## config.mk

```make
export PLATFORM = sky130hd
export DESIGN_NAME = i2c_master_bit_sequencer_core
export DESIGN_NICKNAME = d
export VERILOG_FILES = /design/src/i2cms_pkg.sv /design/src/i2c_master_bit_sequencer_core.sv /design/src/i2cms_in_stage.sv /design/src/i2cms_seq.sv
export SDC_FILE = /design/constraint.sdc
export NUM_CORES = 1
export LEC_CHECK = 0
export BUFFER_PORTS_ARGS = -buffer_cell sky130_fd_sc_hd__buf_2
export CORE_ASPECT_RATIO = 0.9
export CORE_UTILIZATION = 23
export CTS_CLUSTER_DIAMETER = 40
export CTS_CLUSTER_SIZE = 12
export DETAILED_ROUTE_END_ITERATION = 10
export GPL_TIMING_DRIVEN = 0
export HOLD_SLACK_MARGIN = 0.03
export PLACE_DENSITY = 0.36
export SETUP_SLACK_MARGIN = 0.15
export SYNTH_ARGS = -nofsm -noshare
export SYNTH_HDL_FRONTEND = slang
export SYNTH_SLANG_ARGS = --single-unit
```

## constraint.sdc

```tcl
create_clock -name clk -period 2.6 [get_ports clk]
set_clock_uncertainty 0.1 [all_clocks]
set_input_delay 0.13 -clock clk [delete_from_list [all_inputs] [get_ports clk]]
set_output_delay 0.13 -clock clk [all_outputs]
set_load 0.05 [all_outputs]
```

## src/i2cms_pkg.sv

```systemverilog
`timescale 1ns / 1ps
// ----------------------------------------------------------------------------
// i2cms_pkg
// shared types and constants for the i2c master bit sequencer
// ----------------------------------------------------------------------------
package i2cms_pkg;

    localparam logic [7:0] ACK_WAIT_LIMIT_RST = 8'd250;
    localparam logic [3:0] LAST_BIT_IDX       = 4'd8;

    // command codes carried in the kind field
    typedef enum logic [2:0] {
        KIND_NONE     = 3'd0,
        KIND_START    = 3'd1,
        KIND_STOP     = 3'd2,
        KIND_WRITE    = 3'd3,
        KIND_WAIT_ACK = 3'd4,
        KIND_READ     = 3'd5
    } kind_t;

    typedef enum logic [3:0] {
        PH_IDLE    = 4'd0,
        PH_ST1     = 4'd1,
        PH_ST2     = 4'd2,
        PH_SP1     = 4'd3,
        PH_SP2     = 4'd4,
        PH_WR_HI   = 4'd5,
        PH_WR_LO   = 4'd6,
        PH_AK_HI   = 4'd7,
        PH_AK_POLL = 4'd8,
        PH_AK_END  = 4'd9,
        PH_RD_LO   = 4'd10,
        PH_RD_HI   = 4'd11,
        PH_RA_SDA  = 4'd12,
        PH_RA_HI   = 4'd13,
        PH_RA_LO   = 4'd14,
        PH_RA_REL  = 4'd15
    } phase_t;

    typedef struct packed {
        logic [2:0] kind;
        logic [7:0] tx_byte;
        logic       send_ack;
        logic       sda_in;
    } item_t;

    typedef struct packed {
        logic       scl_level;
        logic       sda_drive;
        logic       busy_res;
        logic       cmd_done;
        logic [7:0] rx_byte;
        logic       ack_failed;
    } result_t;

endpackage

```

## src/i2c_master_bit_sequencer_core.sv

```systemverilog
`timescale 1ns / 1ps
// ----------------------------------------------------------------------------
// i2c_master_bit_sequencer_core
// tick-driven i2c master line sequencer with valid/stall channels
// ----------------------------------------------------------------------------
// usage:
//   every input transfer is one bus delay slot: it carries the sampled sda
//   level and, while the sequencer is idle, may start a command (start, stop,
//   write byte, wait ack, read byte). every input transfer yields exactly one
//   output transfer with the scl/sda levels for that slot, busy, done, the
//   last received byte and the ack-timeout flag.
//   path: an accepted tick passes the input register, then the result
//   register, before it is shown on out_valid.
//   throughput: one tick per cycle unless stalled, set by the combinational
//   step logic that sits between the input register and the result register.
//   stall: while out_stall holds a full result register, the input register
//   stays full and in_stall rises; the shown result holds until transferred.
//   reset: lines released (scl and sda high), sequencer idle, rx byte and
//   failure flag cleared, ack_wait_limit back to 250.
//   configuration: cfg_wr_en/cfg_wr_data write ack_wait_limit; write only
//   while no tick is in flight.
// ----------------------------------------------------------------------------
module i2c_master_bit_sequencer_core
    import i2cms_pkg::*;
(
    input  logic       clk,
    input  logic       rst_n,
    // configuration
    input  logic       cfg_wr_en,
    input  logic [7:0] cfg_wr_data,
    // tick input channel
    input  logic       in_valid,
    output logic       in_stall,
    input  logic [2:0] kind,
    input  logic [7:0] tx_byte,
    input  logic       send_ack,
    input  logic       sda_in,
    // result channel
    output logic       out_valid,
    input  logic       out_stall,
    output logic       scl_level,
    output logic       sda_drive,
    output logic       busy_res,
    output logic       cmd_done,
    output logic [7:0] rx_byte,
    output logic       ack_failed
);

    logic [7:0] limit_reg;
    item_t      in_item;
    item_t      item_q;
    logic       step_en;
    logic       out_free;
    result_t    step_res;
    result_t    res_reg;
    logic       out_valid_reg;
    logic       out_valid_next;

    assign in_item = '{kind: kind, tx_byte: tx_byte, send_ack: send_ack, sda_in: sda_in};

    // result register is free when empty or being transferred this cycle
    assign out_free = !out_valid_reg || !out_stall;

    always_ff @(posedge clk or negedge rst_n)
    begin
        if (!rst_n)
        begin
            limit_reg <= ACK_WAIT_LIMIT_RST;
        end
        else if (cfg_wr_en)
        begin
            limit_reg <= cfg_wr_data;
        end
    end

    i2cms_in_stage u_in_stage (
        .clk      (clk),
        .rst_n    (rst_n),
        .in_valid (in_valid),
        .in_stall (in_stall),
        .in_item  (in_item),
        .out_free (out_free),
        .step_en  (step_en),
        .item_q   (item_q)
    );

    // sequencer state advances once per tick moved into the result register
    i2cms_seq u_seq (
        .clk            (clk),
        .rst_n          (rst_n),
        .step_en        (step_en),
        .item           (item_q),
        .ack_wait_limit (limit_reg),
        .res            (step_res)
    );

    always_comb
    begin
        out_valid_next = out_valid_reg;
        if (step_en)
        begin
            out_valid_next = 1'b1;
        end
        else if (out_free)
        begin
            out_valid_next = 1'b0;
        end
    end

    always_ff @(posedge clk or negedge rst_n)
    begin
        if (!rst_n)
        begin
            out_valid_reg <= 1'b0;
        end
        else
        begin
            out_valid_reg <= out_valid_next;
        end
    end

    always_ff @(posedge clk)
    begin
        if (step_en)
        begin
            res_reg <= step_res;
        end
    end

    assign out_valid  = out_valid_reg;
    assign scl_level  = res_reg.scl_level;
    assign sda_drive  = res_reg.sda_drive;
    assign busy_res   = res_reg.busy_res;
    assign cmd_done   = res_reg.cmd_done;
    assign rx_byte    = res_reg.rx_byte;
    assign ack_failed = res_reg.ack_failed;

endmodule

```

## src/i2cms_in_stage.sv

```systemverilog
`timescale 1ns / 1ps
// ----------------------------------------------------------------------------
// i2cms_in_stage
// input register for one tick item, held while the next stage is full
// ----------------------------------------------------------------------------
module i2cms_in_stage
    import i2cms_pkg::*;
(
    input  logic  clk,
    input  logic  rst_n,
    input  logic  in_valid,
    output logic  in_stall,
    input  item_t in_item,
    input  logic  out_free,
    output logic  step_en,
    output item_t item_q
);

    logic  valid_reg;
    logic  valid_next;
    item_t item_reg;
    logic  take;

    assign step_en  = valid_reg && out_free;
    assign in_stall = valid_reg && !out_free;
    assign take     = in_valid && !in_stall;
    assign item_q   = item_reg;

    always_comb
    begin
        valid_next = valid_reg;
        if (take)
        begin
            valid_next = 1'b1;
        end
        else if (step_en)
        begin
            valid_next = 1'b0;
        end
    end

    always_ff @(posedge clk or negedge rst_n)
    begin
        if (!rst_n)
        begin
            valid_reg <= 1'b0;
        end
        else
        begin
            valid_reg <= valid_next;
        end
    end

    always_ff @(posedge clk)
    begin
        if (take)
        begin
            item_reg <= in_item;
        end
    end

endmodule

```

## src/i2cms_seq.sv

```systemverilog
`timescale 1ns / 1ps
// ----------------------------------------------------------------------------
// i2cms_seq
// line sequencer state and the per-tick next-state logic
// ----------------------------------------------------------------------------
module i2cms_seq
    import i2cms_pkg::*;
(
    input  logic       clk,
    input  logic       rst_n,
    input  logic       step_en,
    input  item_t      item,
    input  logic [7:0] ack_wait_limit,
    output result_t    res
);

    phase_t     phase_reg,   phase_next;
    kind_t      command_reg, command_next;
    logic [3:0] bit_idx_reg, bit_idx_next;
    logic [7:0] shift_reg,   shift_next;
    logic [7:0] poll_reg,    poll_next;
    logic       ack_reg,     ack_next;
    logic       scl_reg,     scl_next;
    logic       sda_reg,     sda_next;
    logic [7:0] rx_reg,      rx_next;
    logic       fail_reg,    fail_next;
    logic       busy;
    logic       done;
    logic [3:0] bit_inc;
    logic [7:0] poll_inc;

    assign bit_inc  = bit_idx_reg + 4'd1;
    assign poll_inc = poll_reg + 8'd1;

    // next state
    always_comb
    begin
        phase_next   = phase_reg;
        command_next = command_reg;
        bit_idx_next = bit_idx_reg;
        shift_next   = shift_reg;
        poll_next    = poll_reg;
        ack_next     = ack_reg;
        scl_next     = scl_reg;
        sda_next     = sda_reg;
        rx_next      = rx_reg;
        fail_next    = fail_reg;
        busy         = 1'b1;
        done         = 1'b0;
        unique case (phase_reg)
            PH_IDLE:
            begin
                command_next = kind_t'(item.kind);
                unique case (kind_t'(item.kind))
                    KIND_START:
                    begin
                        scl_next   = 1'b1;
                        sda_next   = 1'b1;
                        phase_next = PH_ST1;
                    end
                    KIND_STOP:
                    begin
                        sda_next   = 1'b0;
                        phase_next = PH_SP1;
                    end
                    KIND_WRITE:
                    begin
                        shift_next   = item.tx_byte;
                        bit_idx_next = 4'd0;
                        sda_next     = item.tx_byte[7];
                        phase_next   = PH_WR_HI;
                    end
                    KIND_WAIT_ACK:
                    begin
                        sda_next   = 1'b1;
                        poll_next  = 8'd0;
                        phase_next = PH_AK_HI;
                    end
                    KIND_READ:
                    begin
                        ack_next     = item.send_ack;
                        sda_next     = 1'b1;
                        scl_next     = 1'b1;
                        shift_next   = {7'd0, item.sda_in};
                        bit_idx_next = 4'd1;
                        phase_next   = PH_RD_LO;
                    end
                    default:
                    begin
                        command_next = KIND_NONE;
                        busy         = 1'b0;
                    end
                endcase
            end
            PH_ST1:
            begin
                sda_next   = 1'b0;
                phase_next = PH_ST2;
            end
            PH_ST2:
            begin
                scl_next = 1'b0;
                done     = 1'b1;
            end
            PH_SP1:
            begin
                scl_next   = 1'b1;
                phase_next = PH_SP2;
            end
            PH_SP2:
            begin
                sda_next = 1'b1;
                if (command_reg == KIND_WAIT_ACK)
                begin
                    phase_next = PH_AK_END;
                end
                else
                begin
                    done = 1'b1;
                end
            end
            PH_WR_HI:
            begin
                scl_next   = 1'b1;
                phase_next = PH_WR_LO;
            end
            PH_WR_LO:
            begin
                scl_next     = 1'b0;
                shift_next   = {shift_reg[6:0], 1'b0};
                bit_idx_next = bit_inc;
                if (bit_inc >= LAST_BIT_IDX)
                begin
                    sda_next = 1'b1;
                    done     = 1'b1;
                end
                else
                begin
                    sda_next   = shift_reg[6];
                    phase_next = PH_WR_HI;
                end
            end
            PH_AK_HI:
            begin
                scl_next   = 1'b1;
                phase_next = PH_AK_POLL;
            end
            PH_AK_POLL:
            begin
                if (!item.sda_in)
                begin
                    scl_next  = 1'b0;
                    fail_next = 1'b0;
                    done      = 1'b1;
                end
                else
                begin
                    poll_next = poll_inc;
                    // timeout: run a stop, then flag the failure
                    if (poll_inc > ack_wait_limit)
                    begin
                        sda_next   = 1'b0;
                        phase_next = PH_SP1;
                    end
                end
            end
            PH_AK_END:
            begin
                scl_next  = 1'b0;
                fail_next = 1'b1;
                done      = 1'b1;
            end
            PH_RD_LO:
            begin
                scl_next   = 1'b0;
                phase_next = (bit_idx_reg >= LAST_BIT_IDX) ? PH_RA_SDA : PH_RD_HI;
            end
            PH_RD_HI:
            begin
                scl_next     = 1'b1;
                shift_next   = {shift_reg[6:0], item.sda_in};
                bit_idx_next = bit_inc;
                phase_next   = PH_RD_LO;
            end
            PH_RA_SDA:
            begin
                sda_next   = !ack_reg;
                phase_next = PH_RA_HI;
            end
            PH_RA_HI:
            begin
                scl_next   = 1'b1;
                phase_next = PH_RA_LO;
            end
            PH_RA_LO:
            begin
                scl_next = 1'b0;
                if (ack_reg)
                begin
                    phase_next = PH_RA_REL;
                end
                else
                begin
                    rx_next = shift_reg;
                    done    = 1'b1;
                end
            end
            PH_RA_REL:
            begin
                sda_next = 1'b1;
                rx_next  = shift_reg;
                done     = 1'b1;
            end
            default:
            begin
                phase_next = PH_IDLE;
                busy       = 1'b0;
            end
        endcase
        if (done)
        begin
            phase_next   = PH_IDLE;
            command_next = KIND_NONE;
        end
    end

    // result of this tick
    always_comb
    begin
        res.scl_level  = scl_next;
        res.sda_drive  = sda_next;
        res.busy_res   = busy;
        res.cmd_done   = done;
        res.rx_byte    = rx_next;
        res.ack_failed = fail_next;
    end

    always_ff @(posedge clk or negedge rst_n)
    begin
        if (!rst_n)
        begin
            phase_reg   <= PH_IDLE;
            command_reg <= KIND_NONE;
            bit_idx_reg <= 4'd0;
            shift_reg   <= 8'd0;
            poll_reg    <= 8'd0;
            ack_reg     <= 1'b0;
            scl_reg     <= 1'b1;
            sda_reg     <= 1'b1;
            rx_reg      <= 8'd0;
            fail_reg    <= 1'b0;
        end
        else if (step_en)
        begin
            phase_reg   <= phase_next;
            command_reg <= command_next;
            bit_idx_reg <= bit_idx_next;
            shift_reg   <= shift_next;
            poll_reg    <= poll_next;
            ack_reg     <= ack_next;
            scl_reg     <= scl_next;
            sda_reg     <= sda_next;
            rx_reg      <= rx_next;
            fail_reg    <= fail_next;
        end
    end

endmodule

```

==> flow_summary.toml <==
[final_layout]
largest_register_ff_count = 13
nNetsFinal = 518
drive_above_1_share_pct = 25.9
area_growth_pct = 32.1
diodes = 0
fillers = 1715

[global_route]
track_usage_pct = 12.9
grt_pass1_wl_um = 17100
grt_overflow = 0
grt_max_degree = 50
antenna_found_initial = 0
grt_pass1_vias = 3152

[logic_synthesis]
syn_inst = 389
ys_async_sr_fraction_pct = 65.3
ys_ff_latch = 75
syn_nets = 426
synth_edf_count = 26
yosysUniqueCellTypes = 64
ys_seq_area_share_pct = 51.9
yosysWarnings = 0
yosys_most_used_dff = "dfrtp_1"
syn_area_mm2 = 0.00389
syn-mean-instance-area_um2 = 10.0

[clock_network]
cts_made_buffers = 9
cts_buffer_depth = 2
root_buffer = "clkbuf_16"
htreeDepth = 3
clock_latency_ns = 0.34
cts_sinks = 75
cts_tree = "built"
path_clk_slew_ns = 0.06

[critical_path]
max_stage_delay_ns = 0.43
critical_path.most_common_cell = "and3_4"
cp-start-kind = "flop"
cp.arrival_ns = 3.13
crit_chain = "and3_4 -> and3_4 -> and3_4 -> xor2_2 -> ha_1 -> nand4_1 -> or3b_4 -> a21oi_4 -> o2111ai_4 -> or2_4 -> a2bb2o_4"
crit_family = "simple AND/OR/NAND/NOR gates"
worst_setup_path_end_kind = "flop"
worst-setup-path-type = "reg -> reg"
critPathRequiredTime_ns = 2.78
slowest_stage = "dfrtp_1"
crit_fanout = 4
cp_num_buf_inv = 0

[sta]
fin_ws_ns = -0.346
finalCriticalPeriod_ns = 2.95
drv_slew = 0
fmax_ghz = 0.339
maxSlewHeadroom_pct = 43.9
hold_slack_ns = 0.195
period_share_pct = 113
rsz0062_at_grt = "true"
hold_viol_final = 0
tightestPinTransition_ns = 0.832
setup-violations-final = 6

[worst_hold_path]
hold_path.class = "in -> reg"

[route]
topRoutingLayerUsed = "met4"
post_drt_wl_per_cell_um = 15.1
detail_route.first_pass.iterations = 7
drt_iter0_drc = 147
wl_met3_um = 425
wl_met1_um = 5660
drc = 4
wl_um = 10400
dr_wl_met2_um = 4210
via_per_inst = 4.46
drtAntennaViolNets = 0
vias = 3094

[placed_design]
port_buffers = 40
gp_congestion = 0.779
dpl.hpwl_um = 7340

[power_and_ir_drop]
p_per_area_mw_per_mm2 = 931
totalPowerFinal_mw = 4.78
ir_worst_vdd_mv = 0.388
p_leak_nw = 2.15

[die]
rows = 44
die_area_mm2 = 0.0174
die_height_um = 125
die_x_um = 139
core_area_mm2 = 0.0164
start_util_pct = 23.8
io-pin-count = 41

[run]
maxCapViolCount = 0

[status]
violations = "design-rule violations, negative setup slack"
outcome = "complete, but fails checks"
## cell usage in the layout, fill, tap and decap left out, types with 13 or more instances in the layout
cell type | netlist | final
inv_1 | 15 | 15
buf_4 | 3 | 13
dfrtp_1 | 41 | 40
buf_2 | 6 | 45
o21ai_0 | 33 | 33
edfxtp_1 | 26 | 26
dlygate4sd3_1 | 0 | 30
nand3_1 | 18 | 18
nand2_1 | 75 | 75
nor2_1 | 19 | 19
## worst min-delay path, cell delays in order
cell and delay [ns]:
buf_2 0.13, clkbuf_1 0.20, nand2_1 0.09, o21ai_0 0.07
## logic make-up (layout without fill, tap and decap cells)
family                     count (synthesis)  in the layout  share of synthesized area [%]
and+or+nand+nor                          148            148                           18.3
AOI/OAI and AO/OA                         98             98                           16.8
DFF                                       75             75                           51.9
buffers and inverters                     38            135                           4.54
adders and majority gates                 11             11                           3.54
muxes                                     11             11                           3.19
xor gates and xnor gates                   8              8                           1.80
## layer usage
metal / track usage [%] / vias to the layer above
li1: - / 1567
met1: 19.2 / 1456
met2: 17.7 / 61
met3: 3.26 / 10
met4: 4.90 / 0
met5: 0 / -
## power breakdown
group,internal (mW),leakage (nW),switching (mW),total [mW]
combinational,0.681,1.14,1.09,1.78
sequential,1.55,0.865,0.210,1.76
clock,0.739,0.139,0.507,1.25
## per-stage QoR
| step | cells | setup TNS (ns) | utilization, % | cell area [um^2] | worst slack [ns] |
|---|---|---|---|---|---|
| global placement | 636 | -3.78 | 26.6 | 4350 | -0.515 |
| detailed placement | 636 | -4.47 | 26.6 | 4350 | -0.511 |
| global route | 693 | -2.34 | 31.4 | 5140 | -0.437 |
| floorplan | 389 | -0.134 | - | 3890 | -0.0810 |
| finish | 693 | -1.77 | 31.4 | 5140 | -0.346 |
| CTS | 689 | -1.18 | 30.9 | 5050 | -0.258 |
## worst paths after layout
kind / start / to / slack [ns] / depth (start not counted)
max reg2reg: u_seq.poll_reg[1] / u_seq.phase_reg[3] / -0.35 / 11
min reg2reg: u_seq.rx_reg[5] / u_seq.rx_reg[5] / 0.37 / 2
min: cfg_wr_en / limit_reg[3] / 0.19 / 4
max in group asynchronous: rst_n / u_seq.poll_reg[0] / 1.63 / 2
min in group asynchronous: rst_n / u_seq.ack_reg / 0.29 / 2
max: u_seq.poll_reg[1] / u_seq.phase_reg[3] / -0.35 / 11
## synthesized netlist by cell type, types with 5 or more instances
master	n	share of area, %
nand2_1	75	7.2
dfrtp_1	41	26
o21ai_0	33	4.2
edfxtp_1	26	20
nor2_1	19	1.8
nand3_1	18	2.3
inv_1	15	1.4
a21oi_1	12	1.5
ha_1	11	3.5
mux2_2	11	3.2
a31oi_1	8	1.3
clkbuf_1	8	0.77
dfstp_2	8	5.4
nand2b_1	8	1.3
buf_2	6	0.77
o21ai_1	5	0.64
xor2_1	5	1.1
## area by class of cell
cell class	instances	area [um^2]	area share, %
plain buffers	21	121	2.36
clock buffers	9	225	4.38
clock inverters	7	67.6	1.32
inverters	17	63.8	1.24
multi-input cells	276	1790	34.8
flip-flops and latches	75	2020	39.3
well taps	207	259	5.04
repair buffers	81	593	11.5
## repair_timing
action | in CTS | in global routing
buffers inserted | 7 | 4
gates resized for setup | 13 | 8
setup endpoints to repair | 28 | 6
pin swaps | 9 | 5
hold endpoints to repair | 64 | 0
hold buffers | 30 | 0
gates cloned | 0 | 0
Note: power is estimated with default switching activity, not from simulation.
